<file path="src/hw/rtl/mip_chain_layout_generator_defines.svh">
// Assertion macros for the mip chain layout generator.
`ifndef MIP_CHAIN_LAYOUT_GENERATOR_DEFINES_SVH
`define MIP_CHAIN_LAYOUT_GENERATOR_DEFINES_SVH
`ifndef ASSERT_OFF
`define MCL_ASSERT_IMP(lbl, clk, rst, pre, post) \
   lbl: assert property (@(posedge clk) disable iff (rst) (pre) |-> (post)) \
      else $error("mcl: same-cycle check failed");
`define MCL_ASSERT_NXT(lbl, clk, rst, pre, post) \
   lbl: assert property (@(posedge clk) disable iff (rst) (pre) |=> (post)) \
      else $error("mcl: next-cycle check failed");
`else
`define MCL_ASSERT_IMP(lbl, clk, rst, pre, post)
`define MCL_ASSERT_NXT(lbl, clk, rst, pre, post)
`endif
`endif

</file>
<file path="src/hw/rtl/mcl_pkg.sv">
package mcl_pkg;

   localparam int MAX_EXTENT   = 16384;
   localparam int MAX_LEVELS   = 15;
   localparam int OFFSET_ALIGN = 16;

   localparam int EXT_W     = 15;
   localparam int DEPTH_W   = 12;
   localparam int LAYER_W   = 12;
   localparam int LEVEL_W   = 4;
   localparam int BLK_W     = 4;
   localparam int BYTES_W   = 6;
   localparam int OFS_W     = 46;
   localparam int PROD_W    = 60;
   localparam int MUL_A_W   = 54;
   localparam int DIV_CNT_W = 4;
   localparam int STEP_W    = 4;

   localparam logic [OFS_W-1:0] SAT46      = '1;
   localparam logic [OFS_W-1:0] ALIGN_MASK = OFS_W'(OFFSET_ALIGN - 1);

   // sequencer step addresses
   localparam logic [STEP_W-1:0] STEP_IDLE    = 4'd0;
   localparam logic [STEP_W-1:0] STEP_DIVX    = 4'd1;
   localparam logic [STEP_W-1:0] STEP_WAITX   = 4'd2;
   localparam logic [STEP_W-1:0] STEP_DIVY    = 4'd3;
   localparam logic [STEP_W-1:0] STEP_WAITY   = 4'd4;
   localparam logic [STEP_W-1:0] STEP_MUL_BY  = 4'd5;
   localparam logic [STEP_W-1:0] STEP_MUL_LAY = 4'd6;
   localparam logic [STEP_W-1:0] STEP_MUL_DEP = 4'd7;
   localparam logic [STEP_W-1:0] STEP_MUL_BYT = 4'd8;
   localparam logic [STEP_W-1:0] STEP_SIZE    = 4'd9;
   localparam logic [STEP_W-1:0] STEP_EMIT    = 4'd10;

   localparam logic [1:0] BR_NEXT  = 2'd0;
   localparam logic [1:0] BR_START = 2'd1;
   localparam logic [1:0] BR_DIV   = 2'd2;
   localparam logic [1:0] BR_LEVEL = 2'd3;

   localparam logic [2:0] MUL_NONE   = 3'd0;
   localparam logic [2:0] MUL_LOAD   = 3'd1;
   localparam logic [2:0] MUL_BY     = 3'd2;
   localparam logic [2:0] MUL_LAYERS = 3'd3;
   localparam logic [2:0] MUL_DEPTH  = 3'd4;
   localparam logic [2:0] MUL_BYTES  = 3'd5;

   localparam logic DIV_X = 1'b0;
   localparam logic DIV_Y = 1'b1;

   typedef struct packed {
      logic [EXT_W-1:0]   base_width;
      logic [EXT_W-1:0]   base_height;
      logic [DEPTH_W-1:0] base_depth;
      logic [LAYER_W-1:0] layer_count;
      logic [LEVEL_W-1:0] level_request;
      logic [BLK_W-1:0]   block_width;
      logic [BLK_W-1:0]   block_height;
      logic [BYTES_W-1:0] block_bytes;
   } req_type;

   typedef struct packed {
      logic [LEVEL_W-1:0] level_index;
      logic [OFS_W-1:0]   level_offset;
      logic [OFS_W-1:0]   level_bytes;
      logic [EXT_W-1:0]   level_width;
      logic [EXT_W-1:0]   level_height;
      logic [DEPTH_W-1:0] level_depth;
      logic [EXT_W-1:0]   blocks_per_row;
      logic [EXT_W-1:0]   block_rows;
      logic [EXT_W-1:0]   padded_row_texels;
      logic [EXT_W-1:0]   padded_height_texels;
      logic [OFS_W-1:0]   total_bytes;
      logic               last_level;
   } rsp_type;

   typedef struct packed {
      logic              div_go;
      logic              div_sel;
      logic              div_wait;
      logic              align_en;
      logic [2:0]        mul_op;
      logic              size_en;
      logic              emit;
      logic [1:0]        branch;
      logic [STEP_W-1:0] target;
   } ctrl_type;

   localparam ctrl_type CTRL_NOP = '{
      div_go: 1'b0, div_sel: DIV_X, div_wait: 1'b0, align_en: 1'b0,
      mul_op: MUL_NONE, size_en: 1'b0, emit: 1'b0,
      branch: BR_NEXT, target: STEP_IDLE};

   // microcode ROM: one control word per step
   function automatic ctrl_type ucode(input logic [STEP_W-1:0] pc);
      ctrl_type c;
      c = CTRL_NOP;
      case (pc)
         STEP_IDLE: begin
            c.branch = BR_START;
            c.target = STEP_DIVX;
         end
         STEP_DIVX: begin
            c.div_go   = 1'b1;
            c.div_sel  = DIV_X;
            c.align_en = 1'b1;
         end
         STEP_WAITX: begin
            c.div_sel  = DIV_X;
            c.div_wait = 1'b1;
            c.branch   = BR_DIV;
         end
         STEP_DIVY: begin
            c.div_go  = 1'b1;
            c.div_sel = DIV_Y;
            c.mul_op  = MUL_LOAD;
         end
         STEP_WAITY: begin
            c.div_sel  = DIV_Y;
            c.div_wait = 1'b1;
            c.branch   = BR_DIV;
         end
         STEP_MUL_BY:  c.mul_op = MUL_BY;
         STEP_MUL_LAY: c.mul_op = MUL_LAYERS;
         STEP_MUL_DEP: c.mul_op = MUL_DEPTH;
         STEP_MUL_BYT: c.mul_op = MUL_BYTES;
         STEP_SIZE:    c.size_en = 1'b1;
         STEP_EMIT: begin
            c.emit   = 1'b1;
            c.branch = BR_LEVEL;
            c.target = STEP_DIVX;
         end
         default: c.branch = BR_LEVEL;
      endcase
      return c;
   endfunction

   function automatic logic [EXT_W-1:0] fix_ext(input logic [EXT_W-1:0] v);
      logic [EXT_W-1:0] r;
      if (v == '0) r = EXT_W'(1);
      else if (v > EXT_W'(MAX_EXTENT)) r = EXT_W'(MAX_EXTENT);
      else r = v;
      return r;
   endfunction

   function automatic logic [DEPTH_W-1:0] fix_depth(input logic [DEPTH_W-1:0] v);
      logic [DEPTH_W-1:0] r;
      if (v == '0) r = DEPTH_W'(1);
      else r = v;
      return r;
   endfunction

   function automatic logic [EXT_W-1:0] halve_ext(input logic [EXT_W-1:0] v);
      logic [EXT_W-1:0] r;
      r = v >> 1;
      if (r == '0) r = EXT_W'(1);
      return r;
   endfunction

   function automatic logic [DEPTH_W-1:0] halve_depth(input logic [DEPTH_W-1:0] v);
      logic [DEPTH_W-1:0] r;
      r = v >> 1;
      if (r == '0) r = DEPTH_W'(1);
      return r;
   endfunction

   // floor(log2(largest extent)) + 1
   function automatic logic [LEVEL_W-1:0] chain_levels(input logic [EXT_W-1:0] w,
                                                      input logic [EXT_W-1:0] h,
                                                      input logic [DEPTH_W-1:0] d);
      logic [EXT_W-1:0]   m;
      logic [LEVEL_W-1:0] n;
      m = w;
      if (h > m) m = h;
      if (EXT_W'(d) > m) m = EXT_W'(d);
      n = LEVEL_W'(1);
      for (int i = 1; i < EXT_W; i++) begin
         if (m[i]) n = LEVEL_W'(i + 1);
      end
      return n;
   endfunction

endpackage

</file>
<file path="src/hw/rtl/mcl_cdiv.sv">
module mcl_cdiv (
   input  logic                        clock,
   input  logic                        reset,
   input  logic                        go,
   input  logic [mcl_pkg::EXT_W-1:0]   num,
   input  logic [mcl_pkg::BLK_W-1:0]   dsr,
   output logic                        done,
   output logic [mcl_pkg::EXT_W-1:0]   quo
);
   import mcl_pkg::*;

   // ceiling divide, restoring, one quotient bit per cycle
   logic                 active_ff, active_in;
   logic                 done_ff, done_in;
   logic [DIV_CNT_W-1:0] cnt_ff, cnt_in;
   logic [BLK_W-1:0]     rem_ff, rem_in;
   logic [BLK_W-1:0]     dsr_ff, dsr_in;
   logic [EXT_W-1:0]     num_ff, num_in;
   logic [EXT_W-1:0]     quo_ff, quo_in;
   logic [BLK_W:0]       trial;
   logic                 fits;

   always_comb begin
      trial     = {rem_ff, num_ff[EXT_W-1]};
      fits      = trial >= {1'b0, dsr_ff};
      active_in = active_ff;
      done_in   = 1'b0;
      cnt_in    = cnt_ff;
      rem_in    = rem_ff;
      dsr_in    = dsr_ff;
      num_in    = num_ff;
      quo_in    = quo_ff;
      if (go) begin
         active_in = 1'b1;
         cnt_in    = '0;
         rem_in    = '0;
         dsr_in    = dsr;
         num_in    = num + EXT_W'(dsr) - EXT_W'(1);
      end else if (active_ff) begin
         rem_in = fits ? BLK_W'(trial - {1'b0, dsr_ff}) : trial[BLK_W-1:0];
         quo_in = {quo_ff[EXT_W-2:0], fits};
         num_in = {num_ff[EXT_W-2:0], 1'b0};
         cnt_in = cnt_ff + DIV_CNT_W'(1);
         if (cnt_ff == DIV_CNT_W'(EXT_W - 1)) begin
            active_in = 1'b0;
            done_in   = 1'b1;
         end
      end
   end

   always_ff @(posedge clock) begin
      if (reset) begin
         active_ff <= 1'b0;
         done_ff   <= 1'b0;
      end else begin
         active_ff <= active_in;
         done_ff   <= done_in;
      end
      cnt_ff <= cnt_in;
      rem_ff <= rem_in;
      dsr_ff <= dsr_in;
      num_ff <= num_in;
      quo_ff <= quo_in;
   end

   assign done = done_ff;
   assign quo  = quo_ff;

endmodule

</file>
<file path="src/hw/rtl/mip_chain_layout_generator.sv">
// Mip chain layout: one request word in (start while busy is low), one result word per mip
// level out on rsp_word, marked by rsp_strobe for exactly one cycle; the receiver cannot stall,
// so it must take every strobed word. For each level the bit-serial ceiling divider runs once
// for the block columns and once for the block rows, followed by the shared multiplier steps
// of the size product; busy stays high from the accept until the last level word appears.
// Byte sizes, offsets and totals saturate at 2^46-1; offsets are aligned up to 16 bytes.
`include "mip_chain_layout_generator_defines.svh"

module mip_chain_layout_generator (
   input  logic             clock,
   input  logic             reset,
   input  logic             start,
   output logic             busy,
   input  mcl_pkg::req_type req_word,
   output logic             rsp_strobe,
   output mcl_pkg::rsp_type rsp_word
);
   import mcl_pkg::*;

   ctrl_type ctrl;

   logic [STEP_W-1:0]  pc_ff, pc_in;
   logic [EXT_W-1:0]   w_ff, w_in, h_ff, h_in;
   logic [DEPTH_W-1:0] d_ff, d_in;
   logic [LAYER_W-1:0] layers_ff, layers_in;
   logic [BYTES_W-1:0] bbytes_ff, bbytes_in;
   logic [BLK_W-1:0]   bw_ff, bw_in, bh_ff, bh_in;
   logic [LEVEL_W-1:0] total_ff, total_in, lvl_ff, lvl_in;
   logic [OFS_W-1:0]   offset_ff, offset_in, size_ff, size_in;
   logic [EXT_W-1:0]   bx_ff, bx_in, by_ff, by_in;
   logic [PROD_W-1:0]  prod_ff, prod_in;
   rsp_type            rsp_word_ff, rsp_word_in;
   logic               rsp_strobe_ff, rsp_strobe_in;

   logic               accept;
   logic [LEVEL_W-1:0] req_levels;
   logic [EXT_W-1:0]   fix_w, fix_h;
   logic [DEPTH_W-1:0] fix_d;
   logic               more;
   logic               last;
   logic [EXT_W-1:0]   div_num;
   logic [BLK_W-1:0]   div_dsr;
   logic               div_done;
   logic [EXT_W-1:0]   div_quo;
   logic [EXT_W-1:0]   mul_b;
   logic [MUL_A_W+EXT_W-1:0] mul_full;
   logic [OFS_W:0]     al_sum, al_val, end_sum;
   logic [OFS_W-1:0]   end_val;
   logic [EXT_W+BLK_W-1:0] pad_row, pad_col;

   assign ctrl   = ucode(pc_ff);
   assign busy   = pc_ff != STEP_IDLE;
   assign accept = start && !busy;

   assign div_num = (ctrl.div_sel == DIV_Y) ? h_ff : w_ff;
   assign div_dsr = (ctrl.div_sel == DIV_Y) ? bh_ff : bw_ff;

   mcl_cdiv u_cdiv (
      .clock (clock),
      .reset (reset),
      .go    (ctrl.div_go),
      .num   (div_num),
      .dsr   (div_dsr),
      .done  (div_done),
      .quo   (div_quo)
   );

   always_comb begin
      fix_w = fix_ext(req_word.base_width);
      fix_h = fix_ext(req_word.base_height);
      fix_d = fix_depth(req_word.base_depth);
      if (req_word.level_request == '0) req_levels = chain_levels(fix_w, fix_h, fix_d);
      else req_levels = req_word.level_request;
      if (req_levels > LEVEL_W'(MAX_LEVELS)) req_levels = LEVEL_W'(MAX_LEVELS);

      more = ({1'b0, lvl_ff} + 5'd1) < {1'b0, total_ff};
      last = !more;

      case (ctrl.mul_op)
         MUL_BY:     mul_b = by_ff;
         MUL_LAYERS: mul_b = EXT_W'(layers_ff);
         MUL_DEPTH:  mul_b = EXT_W'(d_ff);
         MUL_BYTES:  mul_b = EXT_W'(bbytes_ff);
         default:    mul_b = '0;
      endcase
      mul_full = prod_ff[MUL_A_W-1:0] * mul_b;

      al_sum  = {1'b0, offset_ff} + {1'b0, ALIGN_MASK};
      al_val  = al_sum & ~{1'b0, ALIGN_MASK};
      end_sum = {1'b0, offset_ff} + {1'b0, size_ff};
      end_val = end_sum[OFS_W] ? SAT46 : end_sum[OFS_W-1:0];
      pad_row = (EXT_W+BLK_W)'(bx_ff) * (EXT_W+BLK_W)'(bw_ff);
      pad_col = (EXT_W+BLK_W)'(by_ff) * (EXT_W+BLK_W)'(bh_ff);

      case (ctrl.branch)
         BR_NEXT:  pc_in = pc_ff + STEP_W'(1);
         BR_START: pc_in = start ? ctrl.target : pc_ff;
         BR_DIV:   pc_in = div_done ? pc_ff + STEP_W'(1) : pc_ff;
         BR_LEVEL: pc_in = more ? ctrl.target : STEP_IDLE;
         default:  pc_in = STEP_IDLE;
      endcase

      w_in      = w_ff;
      h_in      = h_ff;
      d_in      = d_ff;
      layers_in = layers_ff;
      bbytes_in = bbytes_ff;
      bw_in     = bw_ff;
      bh_in     = bh_ff;
      total_in  = total_ff;
      lvl_in    = lvl_ff;
      offset_in = offset_ff;
      size_in   = size_ff;
      bx_in     = bx_ff;
      by_in     = by_ff;
      prod_in   = prod_ff;

      if (accept) begin
         w_in      = fix_w;
         h_in      = fix_h;
         d_in      = fix_d;
         layers_in = req_word.layer_count;
         bbytes_in = req_word.block_bytes;
         bw_in     = (req_word.block_width == '0) ? BLK_W'(1) : req_word.block_width;
         bh_in     = (req_word.block_height == '0) ? BLK_W'(1) : req_word.block_height;
         total_in  = req_levels;
         lvl_in    = '0;
         offset_in = '0;
      end

      if (ctrl.align_en) offset_in = al_val[OFS_W] ? SAT46 : al_val[OFS_W-1:0];

      if (ctrl.div_wait && div_done) begin
         if (ctrl.div_sel == DIV_Y) by_in = div_quo;
         else bx_in = div_quo;
      end

      if (ctrl.mul_op == MUL_LOAD) prod_in = PROD_W'(bx_ff);
      else if (ctrl.mul_op != MUL_NONE) prod_in = mul_full[PROD_W-1:0];

      if (ctrl.size_en) size_in = (prod_ff > PROD_W'(SAT46)) ? SAT46 : prod_ff[OFS_W-1:0];

      rsp_strobe_in = ctrl.emit;
      rsp_word_in   = rsp_word_ff;
      if (ctrl.emit) begin
         rsp_word_in.level_index          = lvl_ff;
         rsp_word_in.level_offset         = offset_ff;
         rsp_word_in.level_bytes          = size_ff;
         rsp_word_in.level_width          = w_ff;
         rsp_word_in.level_height         = h_ff;
         rsp_word_in.level_depth          = d_ff;
         rsp_word_in.blocks_per_row       = bx_ff;
         rsp_word_in.block_rows           = by_ff;
         rsp_word_in.padded_row_texels    = pad_row[EXT_W-1:0];
         rsp_word_in.padded_height_texels = pad_col[EXT_W-1:0];
         rsp_word_in.total_bytes          = end_val;
         rsp_word_in.last_level           = last;
         offset_in = end_val;
         w_in      = halve_ext(w_ff);
         h_in      = halve_ext(h_ff);
         d_in      = halve_depth(d_ff);
         lvl_in    = lvl_ff + LEVEL_W'(1);
      end
   end

   always_ff @(posedge clock) begin
      if (reset) begin
         pc_ff         <= STEP_IDLE;
         rsp_strobe_ff <= 1'b0;
      end else begin
         pc_ff         <= pc_in;
         rsp_strobe_ff <= rsp_strobe_in;
      end
      w_ff        <= w_in;
      h_ff        <= h_in;
      d_ff        <= d_in;
      layers_ff   <= layers_in;
      bbytes_ff   <= bbytes_in;
      bw_ff       <= bw_in;
      bh_ff       <= bh_in;
      total_ff    <= total_in;
      lvl_ff      <= lvl_in;
      offset_ff   <= offset_in;
      size_ff     <= size_in;
      bx_ff       <= bx_in;
      by_ff       <= by_in;
      prod_ff     <= prod_in;
      rsp_word_ff <= rsp_word_in;
   end

   assign rsp_strobe = rsp_strobe_ff;
   assign rsp_word   = rsp_word_ff;

   `MCL_ASSERT_NXT(a_accept_busy, clock, reset, accept, busy)
   `MCL_ASSERT_NXT(a_strobe_single, clock, reset, rsp_strobe, !rsp_strobe)
   `MCL_ASSERT_IMP(a_last_idle, clock, reset, rsp_strobe && rsp_word.last_level, !busy)
   `MCL_ASSERT_IMP(a_more_busy, clock, reset, rsp_strobe && !rsp_word.last_level, busy)

endmodule

</file>
<file path="config.mk">
export PLATFORM = sky130hd
export DESIGN_NAME = mip_chain_layout_generator
export DESIGN_NICKNAME = d
export VERILOG_FILES = /design/src/hw/rtl/mcl_pkg.sv /design/src/hw/rtl/mcl_cdiv.sv /design/src/hw/rtl/mip_chain_layout_generator.sv
export VERILOG_INCLUDE_DIRS = /design/src /design/src/hw/rtl
export SDC_FILE = /design/constraint.sdc
export NUM_CORES = 2
export LEC_CHECK = 0
export BUFFER_PORTS_ARGS = -buffer_cell sky130_fd_sc_hd__buf_2
export CAP_MARGIN = 25
export CORE_ASPECT_RATIO = 1.4
export CORE_MARGIN = 2
export CORE_UTILIZATION = 44
export DETAILED_ROUTE_END_ITERATION = 16
export MAX_ROUTING_LAYER = met4
export SLEW_MARGIN = 10
export SYNTH_ARGS = -nofsm -noshare
export SYNTH_HDL_FRONTEND = slang
export SYNTH_SLANG_ARGS = --single-unit
</file>
<file path="constraint.sdc">
create_clock -name clock -period 8.5 [get_ports clock]
set_input_delay 1.7 -clock clock [delete_from_list [all_inputs] [get_ports clock]]
set_output_delay 1.7 -clock clock [all_outputs]
set_load 0.005 [all_outputs]
</file>
Word level (Yosys, flattened, before mapping). Index checks and enable logic that the tools add are counted.

Output and inout bits: 247. Bits in registers: 552.

Equality and inequality tests: 21. $add $sub $neg: 9. Order comparisons: 8. Reductions and logical operators: 31. $mul: 3. Bitwise gates (word level): 3. Mux-type cells: 65.

Operators by type and width (number): 2-to-1 mux 15 bit (17); 2-to-1 mux 46 bit (5); 2-to-1 mux 4 bit (21); > comparator 60 x 46 -> 1 bit (second input constant) (1); logical NOT 15 bit (4); multiplier 54 x 15 -> 60 bit (1); one-hot mux 15 bit (4 select lines) (1); adder 46 x 4 -> 47 bit (second input constant) (1); adder 46 x 46 -> 47 bit (1); 2-to-1 mux 12 bit (3); > comparator 15 bit (second input constant) (2); multiplier 15 x 4 -> 15 bit (2); 2-to-1 mux 14 bit (2); logical NOT 12 bit (2); == test 4 x 3 -> 1 bit (second input constant) (4); == test 4 bit (second input constant) (4); logical NOT 4 bit (4); one-hot mux 4 bit (4 select lines) (1); adder 15 x 4 -> 15 bit (1); > comparator 12 x 15 -> 1 bit (1); > comparator 15 bit (1); one-hot mux 3 bit (5 select lines) (1); subtractor 15 x 1 -> 15 bit (second input constant) (1); adder 4 x 1 -> 4 bit (second input constant) (3); other kinds (29) (56).

Depth between registers and ports, before layout.
Depth in word-level cells: 25. Gate-level depth with buffers: 33. Gate-level depth less buffers: 30.

By module. A second synthesis with hierarchy kept.

Cell total of the unflattened synthesis: 5164. Area, all modules: 51692.1 µm².

By module, submodules not included: mip_chain_layout_generator (sequential area each 14754.2 µm², instances 1, area an instance 49139.6 µm², cells each 4925); mcl_cdiv (sequential area each 1221.2 µm², instances 1, area an instance 2552.4 µm², cells each 239).

Worst setup path after synthesis. Ideal clock, no wire load.

Path type: flip-flop to flip-flop. Start point: register pc_ff[0]. End point: register rsp_word_ff (netlist bit rsp_word[0]) (enable). Data required time: 7.795 ns. Arrival time: 8.236 ns. Buffers on the path: 3. Library setup time: 0.705 ns. Stages on the path, launching flop included: 8. Clock period less this slack: 8.941 ns. Path slack: -0.441 ns. Cell sequence: dfxtp_1 > inv_1 > ha_1 > clkbuf_1 > nand2_1 > inv_1 > clkbuf_1 > clkbuf_1.

Word-level cells in the longest chain between the ends: 2.

RTL lines: start: declaration (line mip_chain_layout_generator.sv:22) `logic [STEP_W-1:0] pc_ff, pc_in;`; start signal: assignment (line mip_chain_layout_generator.sv:171) `pc_ff <= pc_in;`; == test 4 bit (line mcl_pkg.sv:97) `case (pc)`; 2-to-1 mux 1 bit (line mcl_pkg.sv:97); net rsp_strobe_in (line mip_chain_layout_generator.sv:33) `logic rsp_strobe_ff, rsp_strobe_in;`; end signal: assignment (line mip_chain_layout_generator.sv:188) `rsp_word_ff <= rsp_word_in;`; end: declaration (line mip_chain_layout_generator.sv:32) `rsp_type rsp_word_ff, rsp_word_in;`.

The timed path passes the listed nets, and every way through them passes these cells. A chain may end at the register's enable or synchronous reset.

Worst setup path in the final report.
Start point: register pc_ff[0]. End point: register prod_ff[57].

Word-level cells in the longest chain between the ends: 5.

RTL lines: == test 4 bit (tied with other cells) (line mcl_pkg.sv:97); one-hot mux 3 bit (5 select lines) (*) (line mcl_pkg.sv:97); == test 3 bit / == test 3 x 2 -> 1 bit (equally long branches) (line mip_chain_layout_generator.sv:79) `case (ctrl.mul_op)`; one-hot mux 15 bit (4 select lines) (line mip_chain_layout_generator.sv:79); multiplier 54 x 15 -> 60 bit (line mip_chain_layout_generator.sv:86) `mul_full = prod_ff[MUL_A_W-1:0] * mul_b;`; end signal: assignment (line mip_chain_layout_generator.sv:187) `prod_ff <= prod_in;`; end: declaration (line mip_chain_layout_generator.sv:31) `logic [PROD_W-1:0] prod_ff, prod_in;`.

Every way passes the cells marked *; elsewhere a longest branch is shown, timed or not.

==> results.rst <==
.. list-table::
   :header-rows: 1

   * - Metric
     - Value
   * - Tightest Pin Transition
     - between 1 and 1.5 ns
   * - Signed area change from the synthesized netlist to the final layout
     - 10.92%
   * - YS warnings
     - 0
   * - Main flop type after synthesis
     - sky130_fd_sc_hd__edfxtp_1
   * - Max Clock Skew
     - approximately 0.023 ns
   * - Final worst path period share
     - 96.65%
   * - Clock input transition at the sequential cells of the worst setup and hold paths
     - ~0.070 ns
   * - Number of sinks handled by clock tree synthesis
     - ~550
   * - Latest clock arrival within the worst-skew pair
     - around 0.64 ns
   * - First-pass GRT wire length
     - about 230000 um
   * - Residual DRC
     - 0
   * - Initial standard-cell utilization of the core
     - 44.43%
   * - Number of hold violations in the final report
     - 0
   * - Initial drt markers
     - 2130
   * - Chip height
     - roughly 400 um
   * - Grt total ovfl
     - 0
   * - Mean cell area of the mapped netlist
     - about 10 sq um
   * - Number of distinct library cells after synthesis
     - 95
   * - Maximum number of pins on one net before global-route repair
     - around 170
   * - Max IR drop VDD
     - between 0.15 and 0.2 mV
   * - Drt first pass iters
     - 5
   * - Wirelength per Cell
     - approximately 21 um
   * - Met2 layer usage reported by global route
     - between 40 and 50%
   * - Worst EP required
     - 9.02 ns
   * - Site row count
     - about 150
   * - Crit path time final
     - slightly above 8 ns
   * - Setup Viol. Count Final
     - 0
   * - Top-level I/O count
     - ~320
   * - Met3 track demand over resource in global routing
     - 2.528%
   * - Post-synthesis register bit count
     - between 500 and 600
   * - Total clock buffers created by CTS
     - 55
   * - Placed instance count
     - between 6000 and 7000
   * - Outcome
     - completed
   * - Fraction of final layout cells sized beyond drive strength 1
     - between 10% and 20%
   * - Classification of the worst setup path
     - reg -> reg
   * - Post-synthesis sequential area ratio
     - a little under a third
   * - Maximum fanout along the worst path
     - 20
   * - GR peak layer
     - met2
   * - Via density per instance
     - 5.408
   * - Routing usage on met1
     - a little under a third
   * - Worst-path cell with the longest stage delay
     - sky130_fd_sc_hd__fa_1
   * - Antenna violations before repair
     - 9
   * - Hold/Removal Path Class
     - reg -> reg
   * - Instance count of the mapped netlist
     - 5165
   * - DIE WIDTH
     - between 200 and 300 um
   * - Final Slew Violations
     - 0
   * - Post-layout util
     - 49.28%
   * - WL final
     - approximately 150000 um
   * - Share of flip-flops with an asynchronous set or reset after synthesis
     - 0%
   * - Remaining max-slew budget at the tightest pin
     - 24.95%
   * - Cell leakage power
     - 25.07 nW
   * - Max-cap violation count
     - 0
   * - Antenna violation net count after detailed routing
     - 0
   * - Half-perimeter wire length of the detailed placement result
     - 112300 um
   * - Placer's final routability congestion estimate
     - between 0.9 and 1
   * - Total power per unit cell area
     - between 150 and 200 nW/um^2
   * - Buffers added on ports
     - ~320
   * - Critical path startpoint category
     - flip-flop
   * - Number of nets in the final layout
     - between 6000 and 7000
   * - Setup total negative slack
     - 0 ns
   * - Most numerous cell on the critical path
     - sky130_fd_sc_hd__fa_1
   * - Crit path arrival time
     - roughly 8.7 ns
   * - Number of standard cells in the final layout excluding fillers
     - ~7000
   * - H-tree lvl count
     - 2
   * - Maximum count of clock buffers along a single path
     - 3
   * - Via count of the first global-routing pass
     - 39870
   * - TritonCTS clock tree
     - yes
   * - Number of vias in the routed layout
     - between 30000 and 40000
   * - Post-synth EDFFs
     - around 500
   * - Post-Synthesis Cell Area
     - roughly 52000 sq um
   * - GRT Resource Usage Total
     - 25.49%
   * - Total die area
     - 120200 sq um
   * - Hold buffer count at CTS
     - 0
   * - Largest incremental delay on the critical path
     - around 0.53 ns
   * - Highest achievable clock rate
     - roughly 0.12 GHz
   * - Critical Path Sink Type
     - flip-flop
   * - CTS Root Cell
     - sky130_fd_sc_hd__clkbuf_16
   * - Number of nets in the synthesized netlist
     - 6158
   * - Standard cell core area
     - between 100000 and 150000 sq um
[routing by layer]
layer	up-vias	part of all wire, %
met1	19160	41
met2	1046	51
met5	-	0
li1	17050	-
met4	0	3.7
met3	276	4.4
[kinds of logic (layout without fill, tap and decap cells)]
| group | count (synthesis) | in the layout | synth area share, % |
|---|---|---|---|
| other | 0 | 9 | 0 |
| XOR/XNOR | 175 | 175 | 2.966 |
| multiplexers | 43 | 43 | 0.8524 |
| AO/OA/AOI/OAI | 666 | 666 | 8.459 |
| AND/OR/NAND/NOR | 1738 | 1738 | 16.66 |
| adder cells (fa/ha/maj) | 918 | 918 | 32.24 |
| flip-flops | 552 | 552 | 30.92 |
| buffers and inverters | 1073 | 1339 | 7.907 |
[layout by cell type (no fill, tap or decap), types with 44 or more instances in the layout]
cell type                   synthesis  layout
sky130_fd_sc_hd__clkbuf_16          0      60
sky130_fd_sc_hd__xnor2_1          115     115
sky130_fd_sc_hd__nand3_1           54      53
sky130_fd_sc_hd__inv_1            809     808
sky130_fd_sc_hd__nor2_1           201     198
sky130_fd_sc_hd__nor3_1            48      46
sky130_fd_sc_hd__buf_2             12     322
sky130_fd_sc_hd__and2_1           496     494
sky130_fd_sc_hd__a21o_1            44      44
sky130_fd_sc_hd__a21oi_1          176     170
sky130_fd_sc_hd__dfxtp_1           60      58
sky130_fd_sc_hd__ha_1             229     225
sky130_fd_sc_hd__nand2_1          699     692
sky130_fd_sc_hd__edfxtp_1         492     492
sky130_fd_sc_hd__o21ai_0          157     154
sky130_fd_sc_hd__buf_4              9      84
sky130_fd_sc_hd__fa_1             689     688
sky130_fd_sc_hd__or2_2             60      60
sky130_fd_sc_hd__xor2_1            60      60
[state kept, by name, summed over array words and instances (netlist names), 46 cells and up]
register,cells
rsp_word,245
prod_ff,60
offset_ff,46
size_ff,46
[critical path, delay by kind of cell (launching register included)]
kind                     cells  cell delay [ns]
flip-flops                   1             0.35
AO/OA/AOI/OAI                9             1.92
buffers and inverters        8             0.87
adder cells (fa/ha/maj)      8             3.51
AND/OR/NAND/NOR              5             1.07
multiplexers                 1             0.35
[timing repair]
action	CTS	global route
endpoints found under the setup margin	0	18
resized for setup	0	39
setup buffers	0	5
hold endpoints to repair	0	0
[synth_stat cells (5+ instances only)]
cell type                   count  share of area [%]
sky130_fd_sc_hd__buf_2         12               0.12
sky130_fd_sc_hd__nand2b_1      27               0.33
sky130_fd_sc_hd__and2_1       496                6.0
sky130_fd_sc_hd__o2bb2ai_1     35               0.59
sky130_fd_sc_hd__and4_1         6               0.10
sky130_fd_sc_hd__a211oi_1      33               0.48
sky130_fd_sc_hd__fa_1         689                 27
sky130_fd_sc_hd__and3_1        23               0.28
sky130_fd_sc_hd__edfxtp_1     492                 29
sky130_fd_sc_hd__ha_1         229                5.5
sky130_fd_sc_hd__a41oi_1        9               0.15
sky130_fd_sc_hd__nand2_1      699                5.1
sky130_fd_sc_hd__nand3_1       54               0.52
sky130_fd_sc_hd__or3_1         11               0.13
sky130_fd_sc_hd__mux2i_1       35               0.68
sky130_fd_sc_hd__a31oi_1       28               0.34
sky130_fd_sc_hd__a311oi_1       6               0.10
sky130_fd_sc_hd__o21bai_1      28               0.41
sky130_fd_sc_hd__a21oi_1      176                1.7
sky130_fd_sc_hd__nor4_1        22               0.27
sky130_fd_sc_hd__xor2_1        60                1.0
sky130_fd_sc_hd__a211o_1        5              0.085
sky130_fd_sc_hd__o21ai_0      157                1.5
sky130_fd_sc_hd__a21boi_0      11               0.16
sky130_fd_sc_hd__a22o_1         6               0.10
sky130_fd_sc_hd__a31o_2         8               0.14
sky130_fd_sc_hd__a22oi_1        6              0.087
sky130_fd_sc_hd__inv_1        809                5.9
sky130_fd_sc_hd__dfxtp_1       60                2.3
sky130_fd_sc_hd__a21o_1        44               0.64
sky130_fd_sc_hd__nand4_1       28               0.34
sky130_fd_sc_hd__a222oi_1       6               0.12
sky130_fd_sc_hd__clkbuf_1     238                1.7
sky130_fd_sc_hd__o21a_1        21               0.31
sky130_fd_sc_hd__mux2_2         8               0.17
sky130_fd_sc_hd__buf_4          9               0.13
sky130_fd_sc_hd__xnor2_1      115                1.9
sky130_fd_sc_hd__nor2_1       201                1.5
sky130_fd_sc_hd__o211ai_1      12               0.17
sky130_fd_sc_hd__nor3b_1        8               0.12
sky130_fd_sc_hd__o31ai_1       15               0.22
sky130_fd_sc_hd__nor3_1        48               0.46
sky130_fd_sc_hd__nor2b_1       29               0.35
sky130_fd_sc_hd__or2_2         60               0.73
[power by group]
part	total, mW	internal, mW	switching, mW
logic	3.16	1.23	1.93
clock network	2.58	1.43	1.16
registers	4.00	3.57	0.438
total	9.75	6.22	3.53
[through the flow]
stage	power [mW]	area, sq um	hold slack, ns	worst slack (ns)
final	9.747	57310	0.4575	0.2847
after global routing	10.28	57300	0.4732	-0.06364
after CTS	9.796	57000	0.4568	0.04171
after detailed placement	7.194	55090	0.4374	0.08139
after global placement	7.154	55080	0.4290	0.1384
after floorplan	6.135	51670	0.4215	0.5669
[layout make-up]
cell class	count	area, sq um
timing repair buffer	426	2649
fill	10800	58980
tap	1500	1877
multi-input combinational	3540	31830
antenna	9	22.52
sequential	552	15980
inverter	810	3048
clock inverter	38	431.7
clock buffer	65	1476
[worst paths after layout]
path / start / endpoint / slack [ns] / cells after the start
worst max-delay path: pc_ff[0] / prod_ff[57] / 0.28 / 31
worst min-delay path: w_ff[0] / rsp_word[134] / 0.46 / 0
worst max register to register: pc_ff[0] / prod_ff[57] / 0.28 / 31
worst min register to register: w_ff[0] / rsp_word[134] / 0.46 / 0
No activity file was read; power rests on OpenSTA's default activity.
